### config.mk
export PLATFORM = sky130hd
export DESIGN_NAME = stack_alu_unit
export DESIGN_NICKNAME = d
export VERILOG_FILES = /design/src/hw/rtl/sau_pkg.sv /design/src/hw/rtl/sau_ram.sv /design/src/hw/rtl/sau_iter.sv /design/src/hw/rtl/stack_alu_unit.sv
export SDC_FILE = /design/constraint.sdc
export NUM_CORES = 2
export LEC_CHECK = 0
export ABC_AREA = 1
export BUFFER_PORTS_ARGS = -buffer_cell sky130_fd_sc_hd__buf_2
export CAP_MARGIN = 10
export CORE_MARGIN = 2
export CORE_UTILIZATION = 35
export CTS_BUF_LIST = sky130_fd_sc_hd__clkbuf_4
export DETAILED_ROUTE_END_ITERATION = 12
export PLACE_DENSITY = 0.46
export SYNTH_ARGS = -nofsm -noshare
export SYNTH_HDL_FRONTEND = slang
export SYNTH_SLANG_ARGS = --single-unit
### constraint.sdc
create_clock -name clk -period 8.5 [get_ports clk]
set_input_delay 1.7 -clock clk [delete_from_list [all_inputs] [get_ports clk]]
set_output_delay 1.7 -clock clk [all_outputs]
set_load 0.05 [all_outputs]
### src/hw/rtl/sau_pkg.sv
// Shared types and constants of the stack ALU unit.
// No dependencies; used by sau_iter and stack_alu_unit.
package sau_pkg;

  localparam int STACK_DEPTH = 64;
  localparam int ADDR_W      = $clog2(STACK_DEPTH);
  localparam int CNT_W       = $clog2(STACK_DEPTH + 1);
  localparam int DATA_W      = 32;
  localparam int DEPTH_W     = 7;

  typedef enum logic [2:0] {
    CMD_PUSH = 3'd0,
    CMD_POP  = 3'd1,
    CMD_ADD  = 3'd2,
    CMD_SUB  = 3'd3,
    CMD_MUL  = 3'd4,
    CMD_DIV  = 3'd5,
    CMD_CMP  = 3'd6,
    CMD_SQRT = 3'd7
  } cmd_t;

  typedef enum logic [2:0] {
    ERR_NONE     = 3'd0,
    ERR_UNDER    = 3'd1,
    ERR_OVER     = 3'd2,
    ERR_DIVZ     = 3'd3,
    ERR_NEGROOT  = 3'd4,
    ERR_CMPSHORT = 3'd5
  } err_t;

  localparam logic [1:0] CMP_EQ    = 2'd0;
  localparam logic [1:0] CMP_GT    = 2'd1;
  localparam logic [1:0] CMP_LT    = 2'd2;
  localparam logic [1:0] CMP_SHORT = 2'd3;

  typedef enum logic [3:0] {
    S_IDLE,
    S_TAKE,
    S_TAKE_WAIT,
    S_CMP1,
    S_CMP2,
    S_CMP3,
    S_EXEC,
    S_ITER,
    S_PLACE,
    S_TOP,
    S_TOP_WAIT,
    S_DONE
  } state_t;

  typedef struct packed {
    logic              start;
    logic              is_sqrt;
    logic [DATA_W-1:0] x;
    logic [DATA_W-1:0] y;
  } iter_req_t;

endpackage

### src/hw/rtl/sau_ram.sv
// Generic single-port-write, single-port-read RAM with registered read.
// No dependencies.
module sau_ram #(
  parameter int WIDTH = 32,
  parameter int DEPTH = 64
) (
  input  logic                     clk,
  input  logic                     we,
  input  logic [$clog2(DEPTH)-1:0] waddr,
  input  logic [WIDTH-1:0]         wdata,
  input  logic [$clog2(DEPTH)-1:0] raddr,
  output logic [WIDTH-1:0]         rdata
);

  logic [WIDTH-1:0] mem [DEPTH];

  always_ff @(posedge clk) begin
    if (we) begin
      mem[waddr] <= wdata;
    end
    rdata <= mem[raddr];
  end

endmodule

### src/hw/rtl/sau_iter.sv
// Shared iterative unit: restoring unsigned divide and bitwise integer root.
// Depends on sau_pkg.
module sau_iter (
  input  logic                       clk,
  input  logic                       rst_n,
  input  sau_pkg::iter_req_t         req,
  output logic                       done,
  output logic [sau_pkg::DATA_W-1:0] result
);

  logic [32:0] rem_r, rem_nxt;
  logic [31:0] quo_r, quo_nxt;
  logic [31:0] bit_r, bit_nxt;
  logic [4:0]  step_r, step_nxt;
  logic        busy_r, busy_nxt;
  logic        sqrt_r, sqrt_nxt;
  logic        done_r, done_nxt;
  logic [32:0] sub_x, sub_y, rem_s;
  logic [33:0] diff;
  logic        ge;

  always_comb begin
    rem_s = {rem_r[31:0], quo_r[31]};
    if (sqrt_r) begin
      sub_x = {1'b0, rem_r[31:0]};
      sub_y = {1'b0, quo_r + bit_r};
    end else begin
      sub_x = rem_s;
      sub_y = {1'b0, bit_r};
    end
    diff = {1'b0, sub_x} - {1'b0, sub_y};
    ge   = ~diff[33];
  end

  always_comb begin
    rem_nxt  = rem_r;
    quo_nxt  = quo_r;
    bit_nxt  = bit_r;
    step_nxt = step_r;
    busy_nxt = busy_r;
    sqrt_nxt = sqrt_r;
    done_nxt = 1'b0;
    if (req.start) begin
      busy_nxt = 1'b1;
      sqrt_nxt = req.is_sqrt;
      if (req.is_sqrt) begin
        rem_nxt  = {1'b0, req.x};
        quo_nxt  = '0;
        bit_nxt  = 32'h4000_0000;
        step_nxt = 5'd15;
      end else begin
        rem_nxt  = '0;
        quo_nxt  = req.x;
        bit_nxt  = req.y;
        step_nxt = 5'd31;
      end
    end else if (busy_r) begin
      if (sqrt_r) begin
        if (ge) begin
          rem_nxt = diff[32:0];
          quo_nxt = (quo_r >> 1) + bit_r;
        end else begin
          quo_nxt = quo_r >> 1;
        end
        bit_nxt = bit_r >> 2;
      end else begin
        rem_nxt = ge ? diff[32:0] : rem_s;
        quo_nxt = {quo_r[30:0], ge};
      end
      step_nxt = step_r - 5'd1;
      if (step_r == 5'd0) begin
        busy_nxt = 1'b0;
        done_nxt = 1'b1;
      end
    end
  end

  always_ff @(posedge clk) begin
    if (!rst_n) begin
      busy_r <= 1'b0;
      done_r <= 1'b0;
    end else begin
      busy_r <= busy_nxt;
      done_r <= done_nxt;
    end
    rem_r  <= rem_nxt;
    quo_r  <= quo_nxt;
    bit_r  <= bit_nxt;
    step_r <= step_nxt;
    sqrt_r <= sqrt_nxt;
  end

  assign done   = done_r;
  assign result = quo_r;

endmodule

### src/hw/rtl/stack_alu_unit.sv
// Top level of the stack ALU unit: sequencer, operand stack and result register.
// Depends on sau_pkg, sau_ram and sau_iter.
//
//   channel  direction  handshake             payload
//   in_      input      in_valid / in_ready   cmd, operand
//   out_     output     out_valid / out_ready popped_value, top_value, depth,
//                                             is_empty, compare_code, error_code
//
// Cmp ends early with fewer than two entries, div on a zero divisor and sqrt on a
// negative operand; divide and root results come from the shared one-bit-per-cycle
// iterative unit.
// Each stack read goes through the registered read port of the stack RAM.
// Reset clears the sequencer, the entry count and the result valid; stack contents
// are not cleared. A stalled result holds in the output register; the next transaction
// is still taken, and its result waits in S_DONE until that result has left.
module stack_alu_unit (
  input  logic        clk,
  input  logic        rst_n,
  input  logic        in_valid,
  output logic        in_ready,
  input  logic [2:0]  in_cmd,
  input  logic signed [31:0] in_operand,
  output logic        out_valid,
  input  logic        out_ready,
  output logic signed [31:0] out_popped_value,
  output logic signed [31:0] out_top_value,
  output logic [6:0]  out_depth,
  output logic        out_is_empty,
  output logic [1:0]  out_compare_code,
  output logic [2:0]  out_error_code
);

  localparam int DW = sau_pkg::DATA_W;
  localparam int AW = sau_pkg::ADDR_W;
  localparam int CW = sau_pkg::CNT_W;

  sau_pkg::state_t state_r, state_nxt;
  sau_pkg::cmd_t   cmd_r, cmd_nxt;
  sau_pkg::err_t   err_r, err_nxt;
  logic [CW-1:0]   cnt_r, cnt_nxt, cnt_m1, cnt_m2;
  logic [DW-1:0]   a_r, a_nxt, b_r, b_nxt, val_r, val_nxt;
  logic [DW-1:0]   popped_r, popped_nxt, top_r, top_nxt;
  logic [1:0]      cmpc_r, cmpc_nxt;
  logic            under_r, under_nxt, second_r, second_nxt, neg_r, neg_nxt;
  logic            out_valid_r, out_valid_nxt;
  logic [DW-1:0]   o_pop_r, o_pop_nxt, o_top_r, o_top_nxt;
  logic [CW-1:0]   o_cnt_r, o_cnt_nxt;
  logic [1:0]      o_cmpc_r, o_cmpc_nxt;
  logic [2:0]      o_err_r, o_err_nxt;

  logic            ram_we;
  logic [AW-1:0]   ram_waddr, ram_raddr;
  logic [DW-1:0]   ram_rdata;
  sau_pkg::iter_req_t iter_req;
  logic            iter_done;
  logic [DW-1:0]   iter_res;
  logic [DW-1:0]   mag_a, mag_b;
  logic            binary_op;

  assign cnt_m1    = cnt_r - CW'(1);
  assign cnt_m2    = cnt_r - CW'(2);
  assign mag_a     = a_r[DW-1] ? (~a_r + DW'(1)) : a_r;
  assign mag_b     = b_r[DW-1] ? (~b_r + DW'(1)) : b_r;
  assign binary_op = (cmd_r == sau_pkg::CMD_ADD) || (cmd_r == sau_pkg::CMD_SUB) ||
                     (cmd_r == sau_pkg::CMD_MUL) || (cmd_r == sau_pkg::CMD_DIV);

  sau_ram #(.WIDTH(DW), .DEPTH(sau_pkg::STACK_DEPTH)) u_ram (
    .clk  (clk),
    .we   (ram_we),
    .waddr(ram_waddr),
    .wdata(val_r),
    .raddr(ram_raddr),
    .rdata(ram_rdata)
  );

  sau_iter u_iter (
    .clk   (clk),
    .rst_n (rst_n),
    .req   (iter_req),
    .done  (iter_done),
    .result(iter_res)
  );

  always_comb begin
    state_nxt = state_r;
    case (state_r)
      sau_pkg::S_IDLE: begin
        if (in_valid) begin
          case (sau_pkg::cmd_t'(in_cmd))
            sau_pkg::CMD_PUSH: state_nxt = sau_pkg::S_PLACE;
            sau_pkg::CMD_CMP:  state_nxt = sau_pkg::S_CMP1;
            default:           state_nxt = sau_pkg::S_TAKE;
          endcase
        end
      end
      sau_pkg::S_TAKE: state_nxt = sau_pkg::S_TAKE_WAIT;
      sau_pkg::S_TAKE_WAIT: begin
        if (cmd_r == sau_pkg::CMD_POP) begin
          state_nxt = sau_pkg::S_TOP;
        end else if (binary_op && !second_r) begin
          state_nxt = sau_pkg::S_TAKE;
        end else begin
          state_nxt = sau_pkg::S_EXEC;
        end
      end
      sau_pkg::S_CMP1: state_nxt = (cnt_r < CW'(2)) ? sau_pkg::S_TOP : sau_pkg::S_CMP2;
      sau_pkg::S_CMP2: state_nxt = sau_pkg::S_CMP3;
      sau_pkg::S_CMP3: state_nxt = sau_pkg::S_TOP;
      sau_pkg::S_EXEC: begin
        case (cmd_r)
          sau_pkg::CMD_DIV:  state_nxt = (b_r == '0) ? sau_pkg::S_TOP : sau_pkg::S_ITER;
          sau_pkg::CMD_SQRT: state_nxt = a_r[DW-1] ? sau_pkg::S_PLACE : sau_pkg::S_ITER;
          default:           state_nxt = sau_pkg::S_PLACE;
        endcase
      end
      sau_pkg::S_ITER:     state_nxt = iter_done ? sau_pkg::S_PLACE : sau_pkg::S_ITER;
      sau_pkg::S_PLACE:    state_nxt = sau_pkg::S_TOP;
      sau_pkg::S_TOP:      state_nxt = sau_pkg::S_TOP_WAIT;
      sau_pkg::S_TOP_WAIT: state_nxt = sau_pkg::S_DONE;
      sau_pkg::S_DONE: begin
        if (!out_valid_r || out_ready) begin
          state_nxt = sau_pkg::S_IDLE;
        end
      end
      default: state_nxt = sau_pkg::S_IDLE;
    endcase
  end

  always_comb begin
    cmd_nxt       = cmd_r;
    err_nxt       = err_r;
    cnt_nxt       = cnt_r;
    a_nxt         = a_r;
    b_nxt         = b_r;
    val_nxt       = val_r;
    popped_nxt    = popped_r;
    top_nxt       = top_r;
    cmpc_nxt      = cmpc_r;
    under_nxt     = under_r;
    second_nxt    = second_r;
    neg_nxt       = neg_r;
    out_valid_nxt = out_valid_r && !out_ready;
    o_pop_nxt     = o_pop_r;
    o_top_nxt     = o_top_r;
    o_cnt_nxt     = o_cnt_r;
    o_cmpc_nxt    = o_cmpc_r;
    o_err_nxt     = o_err_r;
    ram_we        = 1'b0;
    ram_waddr     = cnt_r[AW-1:0];
    ram_raddr     = cnt_m1[AW-1:0];
    iter_req      = '0;
    in_ready      = 1'b0;
    case (state_r)
      sau_pkg::S_IDLE: begin
        in_ready = 1'b1;
        if (in_valid) begin
          cmd_nxt    = sau_pkg::cmd_t'(in_cmd);
          val_nxt    = in_operand;
          err_nxt    = sau_pkg::ERR_NONE;
          popped_nxt = '0;
          cmpc_nxt   = sau_pkg::CMP_EQ;
          second_nxt = 1'b0;
        end
      end
      sau_pkg::S_TAKE: begin
        under_nxt = (cnt_r == '0);
        if (cnt_r == '0) begin
          err_nxt = sau_pkg::ERR_UNDER;
        end else begin
          cnt_nxt = cnt_m1;
        end
      end
      sau_pkg::S_TAKE_WAIT: begin
        second_nxt = 1'b1;
        if (second_r) begin
          b_nxt = under_r ? '1 : ram_rdata;
        end else begin
          a_nxt = under_r ? '1 : ram_rdata;
        end
        if (cmd_r == sau_pkg::CMD_POP) begin
          popped_nxt = under_r ? '1 : ram_rdata;
        end
      end
      sau_pkg::S_CMP1: begin
        if (cnt_r < CW'(2)) begin
          cmpc_nxt = sau_pkg::CMP_SHORT;
          err_nxt  = sau_pkg::ERR_CMPSHORT;
        end
      end
      sau_pkg::S_CMP2: begin
        a_nxt     = ram_rdata;
        ram_raddr = cnt_m2[AW-1:0];
      end
      sau_pkg::S_CMP3: begin
        if (a_r == ram_rdata) begin
          cmpc_nxt = sau_pkg::CMP_EQ;
        end else if ($signed(a_r) > $signed(ram_rdata)) begin
          cmpc_nxt = sau_pkg::CMP_GT;
        end else begin
          cmpc_nxt = sau_pkg::CMP_LT;
        end
      end
      sau_pkg::S_EXEC: begin
        neg_nxt = a_r[DW-1] ^ b_r[DW-1];
        case (cmd_r)
          sau_pkg::CMD_ADD: val_nxt = a_r + b_r;
          sau_pkg::CMD_SUB: val_nxt = a_r - b_r;
          sau_pkg::CMD_MUL: val_nxt = a_r * b_r;
          sau_pkg::CMD_DIV: begin
            if (b_r == '0) begin
              err_nxt = sau_pkg::ERR_DIVZ;
            end else begin
              iter_req.start   = 1'b1;
              iter_req.is_sqrt = 1'b0;
              iter_req.x       = mag_a;
              iter_req.y       = mag_b;
            end
          end
          default: begin
            if (a_r[DW-1]) begin
              err_nxt = sau_pkg::ERR_NEGROOT;
              val_nxt = '0;
            end else begin
              iter_req.start   = 1'b1;
              iter_req.is_sqrt = 1'b1;
              iter_req.x       = a_r;
            end
          end
        endcase
      end
      sau_pkg::S_ITER: begin
        if (cmd_r == sau_pkg::CMD_DIV && neg_r) begin
          val_nxt = ~iter_res + DW'(1);
        end else begin
          val_nxt = iter_res;
        end
      end
      sau_pkg::S_PLACE: begin
        if (cnt_r < CW'(sau_pkg::STACK_DEPTH)) begin
          ram_we  = 1'b1;
          cnt_nxt = cnt_r + CW'(1);
        end else begin
          err_nxt = sau_pkg::ERR_OVER;
        end
      end
      sau_pkg::S_TOP_WAIT: begin
        top_nxt = (cnt_r == '0) ? '1 : ram_rdata;
      end
      sau_pkg::S_DONE: begin
        if (!out_valid_r || out_ready) begin
          out_valid_nxt = 1'b1;
          o_pop_nxt     = popped_r;
          o_top_nxt     = top_r;
          o_cnt_nxt     = cnt_r;
          o_cmpc_nxt    = cmpc_r;
          o_err_nxt     = err_r;
        end
      end
      default: begin
      end
    endcase
  end

  always_ff @(posedge clk) begin
    if (!rst_n) begin
      state_r     <= sau_pkg::S_IDLE;
      cnt_r       <= '0;
      out_valid_r <= 1'b0;
    end else begin
      state_r     <= state_nxt;
      cnt_r       <= cnt_nxt;
      out_valid_r <= out_valid_nxt;
    end
    cmd_r    <= cmd_nxt;
    err_r    <= err_nxt;
    a_r      <= a_nxt;
    b_r      <= b_nxt;
    val_r    <= val_nxt;
    popped_r <= popped_nxt;
    top_r    <= top_nxt;
    cmpc_r   <= cmpc_nxt;
    under_r  <= under_nxt;
    second_r <= second_nxt;
    neg_r    <= neg_nxt;
    o_pop_r  <= o_pop_nxt;
    o_top_r  <= o_top_nxt;
    o_cnt_r  <= o_cnt_nxt;
    o_cmpc_r <= o_cmpc_nxt;
    o_err_r  <= o_err_nxt;
  end

  assign out_valid        = out_valid_r;
  assign out_popped_value = o_pop_r;
  assign out_top_value    = o_top_r;
  assign out_depth        = sau_pkg::DEPTH_W'(o_cnt_r);
  assign out_is_empty     = (o_cnt_r == '0);
  assign out_compare_code = o_cmpc_r;
  assign out_error_code   = o_err_r;

  a_cnt_bound: assert property (@(posedge clk) disable iff (!rst_n)
    cnt_r <= CW'(sau_pkg::STACK_DEPTH))
    else $error("entry count beyond stack depth");

  a_write_room: assert property (@(posedge clk) disable iff (!rst_n)
    ram_we |-> cnt_r < CW'(sau_pkg::STACK_DEPTH))
    else $error("stack write with no room");

  a_accept_busy: assert property (@(posedge clk) disable iff (!rst_n)
    (in_valid && in_ready) |=> state_r != sau_pkg::S_IDLE)
    else $error("sequencer idle after accepting a transaction");

  a_iter_done: assert property (@(posedge clk) disable iff (!rst_n)
    iter_done |-> state_r == sau_pkg::S_ITER)
    else $error("iterative unit finished outside its wait state");

endmodule
Yosys cells after proc, flatten, opt, wreduce, memory -nomap -nowiden
Memory sizes are Yosys's and may differ from the RTL's. A register that Yosys moved wholly into a read port is not among the register bits.
Index checks and enable logic that the tools add are counted.
{"block": "op_classes", "addsub": 12, "order_cmp": 3, "n_eq_ne": 34, "n_bitwise": 7, "reduce_logical": 40, "n_mul": 1, "n_mux": 79}
{"cell": "2-to-1 mux 32 bit", "count": 26}
{"cell": "2-to-1 mux 66 bit", "count": 2}
{"cell": "case mux 32 bit (2 select lines)", "count": 2}
{"cell": "case mux 32 bit (4 select lines)", "count": 1}
{"cell": "adder 32 x 1 -> 32 bit (second input constant)", "count": 3}
{"cell": "NOT 32 bit", "count": 3}
{"cell": "case mux 32 bit (3 select lines)", "count": 1}
{"cell": "case mux 34 bit (2 select lines)", "count": 1}
{"cell": "adder 32 bit", "count": 2}
{"cell": "case mux 4 bit (11 select lines)", "count": 1}
{"cell": "2-to-1 mux 34 bit", "count": 1}
{"cell": "subtractor 33 x 32 -> 34 bit", "count": 1}
{"cell": "2-to-1 mux 33 bit", "count": 1}
{"cell": "adder 31 x 32 -> 32 bit", "count": 1}
{"cell": "equality test 32 bit", "count": 1}
{"cell": "> comparator 32 bit", "count": 1}
{"cell": "logical NOT 32 bit", "count": 1}
{"cell": "multiplier 32 x 32 -> 32 bit", "count": 1}
{"cell": "subtractor 32 bit", "count": 1}
{"cell": "2-to-1 mux 4 bit", "count": 7}
{"cell": "!= test 2 bit (second input constant)", "count": 11}
{"cell": "2-to-1 mux 3 bit", "count": 7}
{"cell": "equality test 4 x 3 -> 1 bit (second input constant)", "count": 4}
{"cell": "equality test 4 bit (second input constant)", "count": 4}
{"cell": "other kinds (42)", "count": 92}
{"block": "totals", "elab_cells": 203, "mem_count": 1, "out_inout_bits": 79, "in_bits": 39, "reg_bits": 363, "ram_bits": 2048}
{"memory": "u_ram.mem", "words": 64, "width": 32, "read_ports": 1, "rd_ports_with_merged_regs": 1, "wr": 1, "line": "sau_ram.sv:15", "source": "logic [WIDTH-1:0] mem [DEPTH];"}

Logic depth before layout (Yosys ltp)
{"block": "logic_depth", "word_depth": 8, "mapped_depth": 38, "mapped_depth_nobuf": 36}

Hierarchy
From an unflattened synthesis, not the netlist that was laid out.
{"block": "hier_totals", "cells_unflattened": 12951, "hier_area_um2": 128021.5}
{"module": "sau_ram", "area_each_um2": 82765.6, "cells_per_inst": 6791, "n_inst": 1, "seq_area_each_um2": 62139.6}
{"module": "stack_alu_unit", "area_each_um2": 32834.0, "cells_per_inst": 4209, "n_inst": 1, "seq_area_each_um2": 7657.3}
{"module": "sau_iter", "area_each_um2": 12421.9, "cells_per_inst": 1951, "n_inst": 1, "seq_area_each_um2": 3103.0}

Least setup slack after synthesis
Ideal clock, no wire load.
{"block": "synth_path", "kind": "register to register", "start": "register b_r[3]", "end": "register val_r[26] (data pin)", "setup_slack_ns": 1.508, "path_stages_with_launch": 30, "period_less_slack_ns": 6.992, "path_buffers": 3, "arrival_ns": 6.731, "cell_sequence": "edfxtp_1 clkbuf_1 clkbuf_1 clkbuf_1 nand2_1 inv_1 fa_1 inv_1 fa_1 fa_1 fa_1 inv_1 fa_1 inv_1 fa_1 inv_1 fa_1 fa_1 ha_1 a21oi_1 o21ai_0 nor2_1 nand3_1 a21oi_1 o21ai_0 or2_2 nand3_1 nand2_1 nand2_1 nand3_1"}
{"block": "synth_via", "elab_chain_cells": 3}
{"item": "start, declared", "line": "stack_alu_unit.sv:41", "source": "logic [DW-1:0] a_r, a_nxt, b_r, b_nxt, val_r, val_nxt;"}
{"item": "start signal, assigned", "line": "stack_alu_unit.sv:277", "source": "b_r <= b_nxt;"}
{"item": "multiplier 32 x 32 -> 32 bit (tied with other cells)", "line": "stack_alu_unit.sv:208", "source": "sau_pkg::CMD_MUL: val_nxt = a_r * b_r;"}
{"item": "case mux 32 bit (4 select lines) (*)", "line": "stack_alu_unit.sv:205", "source": "case (cmd_r)"}
{"item": "case mux 32 bit (3 select lines) (*)", "line": "stack_alu_unit.sv:153", "source": "case (state_r)"}
{"item": "net val_nxt[26]", "line": "stack_alu_unit.sv:41"}
{"item": "end signal, assigned", "line": "stack_alu_unit.sv:278", "source": "val_r <= val_nxt;"}
{"item": "end, declared", "line": "stack_alu_unit.sv:41"}
The timed path passes the listed nets; every way through them passes the cells marked *.
A chain may end at the register's enable or synchronous reset.

Worst setup path in the final report
{"block": "layout_path", "start": "register a_r[7]", "end": "register val_r[14] (data pin)"}
{"block": "layout_via", "elab_chain_cells": 3}
{"item": "start, declared", "line": "stack_alu_unit.sv:41"}
{"item": "start signal, assigned", "line": "stack_alu_unit.sv:276", "source": "a_r <= a_nxt;"}
{"item": "multiplier 32 x 32 -> 32 bit (tied with other cells)", "line": "stack_alu_unit.sv:208"}
{"item": "case mux 32 bit (4 select lines) (*)", "line": "stack_alu_unit.sv:205"}
{"item": "case mux 32 bit (3 select lines) (*)", "line": "stack_alu_unit.sv:153"}
{"item": "net val_nxt[14]", "line": "stack_alu_unit.sv:41"}
Marked as above.

==> results.md <==
- The flow ran to the end, and the final reports show no timing, DRC or antenna violations.
- At the later pin of the worst-skew pair, clock insertion delay measures 1600 ps.
- The worst min-delay path endpoint is out_error_code[0].
- In the post-route analysis, the smallest setup slack over all paths is 752 ps.
- After detailed routing, the average wire length per cell comes to 27.3 µm.
- The die is 599 µm wide.
- The post-cts resize count is 0.
- Yosys mapped the design onto 73 distinct sky130hd cell types.
- The combined area of the multi-input logic cells is 44200 µm².
- The cell count after synthesis is 11600.
- The cell area that synthesis handed to floorplanning was 124000 µm².
- The area inside the core boundary is 352000 µm².
- The clock tree from TritonCTS is done.
- The floorplan step defined a die boundary enclosing 358000 µm².
- Setup repair after global routing left no endpoint under its margin.
- The nature of the critical path endpoint is a flop.
- For this run, the share of the core covered by cells in the final layout is 39.5%.
- The required time of the critical path is 9700 ps.
- For this block, the initial DRC count from the detailed router was 8058.
- The critical path's slowest cell is edfxtp_1.
- Clock-pin slew was measured on the worst setup and hold paths at 60 ps.
- The final setup violation count is 0.
- The share of cells above drive strength 1 is 13.1%.
- The critical path buffer and inverter count is 5.
- The synthesized design devotes to its leading area cell type 58.1% of total area.
- Counting cells, the worst reg-to-reg path comes to 21.
- The end of the worst register-to-register path is val_r[14].
- The standard-cell row count is 218.
- The critical path goes through buf_4 > nand2_1 > inv_1 > fa_1 > inv_1 > fa_1 > fa_1 > fa_1 > inv_1 > ha_1 > ha_1 > fa_1 > fa_1 > ha_1 > inv_1 > o21ai_0 > a21oi_1 > o21ai_0 > a21oi_1 > o21ai_0 > nand2_1.
- The total area of sequential cells is 72900 µm².
- TritonCTS created 683 clock buffers.
- The first TritonRoute pass finished after 8 iterations.
- The worst-case setup slack after placement is 850 ps.
- The cell total after placement is 16000.
- The number of nets handed over by synthesis was 12300.
- The max-cap violation count is 0.
- The category of the critical setup timing path is reg2reg.
- The initial antenna violation count is 24.
- By count the netlist is led by edfxtp_1 (2397), nand2_1 (1563), nor2_1 (1513).
- The number of vias in the routed layout is 92800.
- The H-tree was split into 6 levels.
- In this run the register-to-register setup slack is 750 ps.
- Counting flops and latches in the post-synthesis netlist gives 2443.
- The detailed-placement wirelength estimate is 297 mm.
- The number of port buffers is 117.
- The global-route usage over all layers is 25.7%.
- Counting flops with a built-in enable in the synthesized netlist gives 2397.
- The global placer's final weighted congestion is 0.939.
- The final critical-path required period is 7750 ps.
- For this run, the post-layout net count is 12700.
- The most common flop cell mapped by yosys is edfxtp_1.
- The final wirelength is 469 mm.
- CTS placed an instance of clkbuf_4 at the clock tree root.
- The sum of negative setup slack is 0 ps.
- At the pin with the least slew margin, the transition time is 1250 ps.
- After filler insertion, the fill cell instance count of the layout stands at 34600.
- The startpoint of the tightest hold check path is err_r[0].
- The clock skew is 150 ps.
- STA puts the critical path data arrival time at 8950 ps.
- The worst register-to-register path begins at a_r[7].
- After global routing the overflow that remains totals 0.
- The most common cell in the synthesized netlist is edfxtp_1.
- The share of the cycle needed by the critical path after routing is 91.2%.
- Using the TritonRoute via totals, the vias-per-cell ratio works out to 5.39.
- The detailed-route DRC error count is 0.
- The number of top-level pins is 118.
- The depth of the worst hold-timing path is 0.
- The number of max-slew violations in the final report was 0.
- Of all flip-flops after synthesis, the portion carrying an async set or reset was 0%.
- The cell family contributing the most delay on the critical path is adder cells.
- The first global-routing pass estimated 663 mm of wire.
- The number of sinks on the clock net is 2443.
- Summed over all instances, the cell type with the most area after synthesis is edfxtp_1.
- The starting density of the core is 35.1%.
- On the worst path, the slowest cell contributes a delay of 700 ps.
- The class of the tightest hold or removal check is reg2reg.
- Ranked by total cell area, the synthesized netlist is headed by edfxtp_1 (58%), fa_1 (6.7%), o21ai_0 (5.5%).
- The die boundary height is 599 µm.
- The layout overhead on the synthesized area is 12.4%.
- The maximum number of pins on one net before global-route repair is 197.
- The worst setup path is launched from a flop.
- The remaining antenna violation count after routing is 0.
- The via count of the first global-routing pass is 91400.
- Counting along the longest clock path gives a buffer depth of 4.
- The number of setup buffers added after CTS is 0.
- The part of the Yosys area used for sequential elements is 58.9%.
- The maximum fanout count along the critical path is 10.
- Measured against its own limit, the worst slew margin works out to 16.4%.
- By instance count, the cell type seen most on the critical path is fa_1.
- The final cell count without fillers is 17200.
- The number of hold-repair buffers added at the cts stage is 0.
- The final hold violation count came to 0.
- The average cell area after synthesis is 10.7 µm².
- The warning count from the yosys run is 0.
- Timing would allow up to 129 MHz.
cell usage in the layout, fill, tap and decap left out, types with 171 or more instances in the layout:
cell / n
o221ai_1: 171
ha_1: 293
o21ai_1: 222
o22ai_1: 430
inv_1: 1152
nand2_1: 1562
o21ai_0: 1360
fa_1: 412
nor2_1: 1444
clkbuf_4: 1023
edfxtp_1: 2397
a21oi_1: 335
o211ai_1: 176
nand3_1: 327
buf_4: 260
metrics by stage:
step           cell area (µm²)  hold WS, ps
2_1_floorplan           124000          400
3_3_place_gp            130000          401
3_5_place_dp            130000          405
4_1_cts                 139000          224
5_1_grt                 139000          367
6_report                139000          358
metal layers:
layer	vias to the layer above	track usage [%]	wire, µm
met3	797	4.14	28500
met2	3325	42.2	222000
met4	22	11.6	21900
li1	41600	-	-
met1	47000	33.4	196000
met5	-	0	161
flip-flops by register name, summed over array words and instances (netlist names), 3 cells and up:
name              flops
u_ram.rdata          32
popped_r             32
state_r               4
u_ram.mem          2048
out_top_value        32
out_popped_value     32
val_r                32
u_iter.bit_r         32
err_r                 3
out_depth             7
cmd_r                 3
u_iter.step_r         5
a_r                  32
u_iter.rem_r         32
out_error_code        3
top_r                32
b_r                  32
cnt_r                 7
u_iter.result        32
layout make-up:
class / instances / area share [%]
Sequential cell: 2443 / 52.4
Multi-Input combinational cell: 7254 / 31.8
Clock inverter: 175 / 0.794
Inverter: 1172 / 3.19
Tap cell: 4730 / 4.25
Clock buffer: 1023 / 5.52
Antenna cell: 13 / 0.0234
Timing Repair Buffer: 395 / 2.09
how the worst max path moves through the flow:
| stage | from | end | slack, ps | cells past startpoint |
|---|---|---|---|---|
| detailed placement | b_r[4] | val_r[20] | 850 | 23 |
| CTS | b_r[4] | val_r[20] | 790 | 23 |
| global route | b_r[5] | val_r[29] | 250 | 27 |
| global placement | b_r[4] | val_r[20] | 900 | 23 |
| floorplan | b_r[3] | val_r[26] | 1510 | 29 |
| finish | a_r[7] | val_r[14] | 750 | 21 |
worst reg2reg max path, cell delays in order, from the launching register on:
cell      delay, ps
edfxtp_1        700
buf_4           350
nand2_1          80
inv_1           100
fa_1            400
inv_1            80
fa_1            430
fa_1            490
fa_1            540
inv_1            40
ha_1            300
ha_1            300
fa_1            500
fa_1            460
ha_1            400
inv_1            70
o21ai_0         390
a21oi_1         180
o21ai_0         600
a21oi_1         300
o21ai_0         680
nand2_1         110
cell families after synthesis:
family                   synth area share [%]
AND/OR/NAND/NOR                          11.6
AO/OA/AOI/OAI                            13.1
flip-flops                               58.9
buffers and inverters                    5.91
adder cells (fa/ha/maj)                  9.62
XOR/XNOR                                0.927
multiplexers                          0.00809
Power is not shown: default switching activity piles up to over one toggle a cycle in this logic, so the estimate is an artifact.
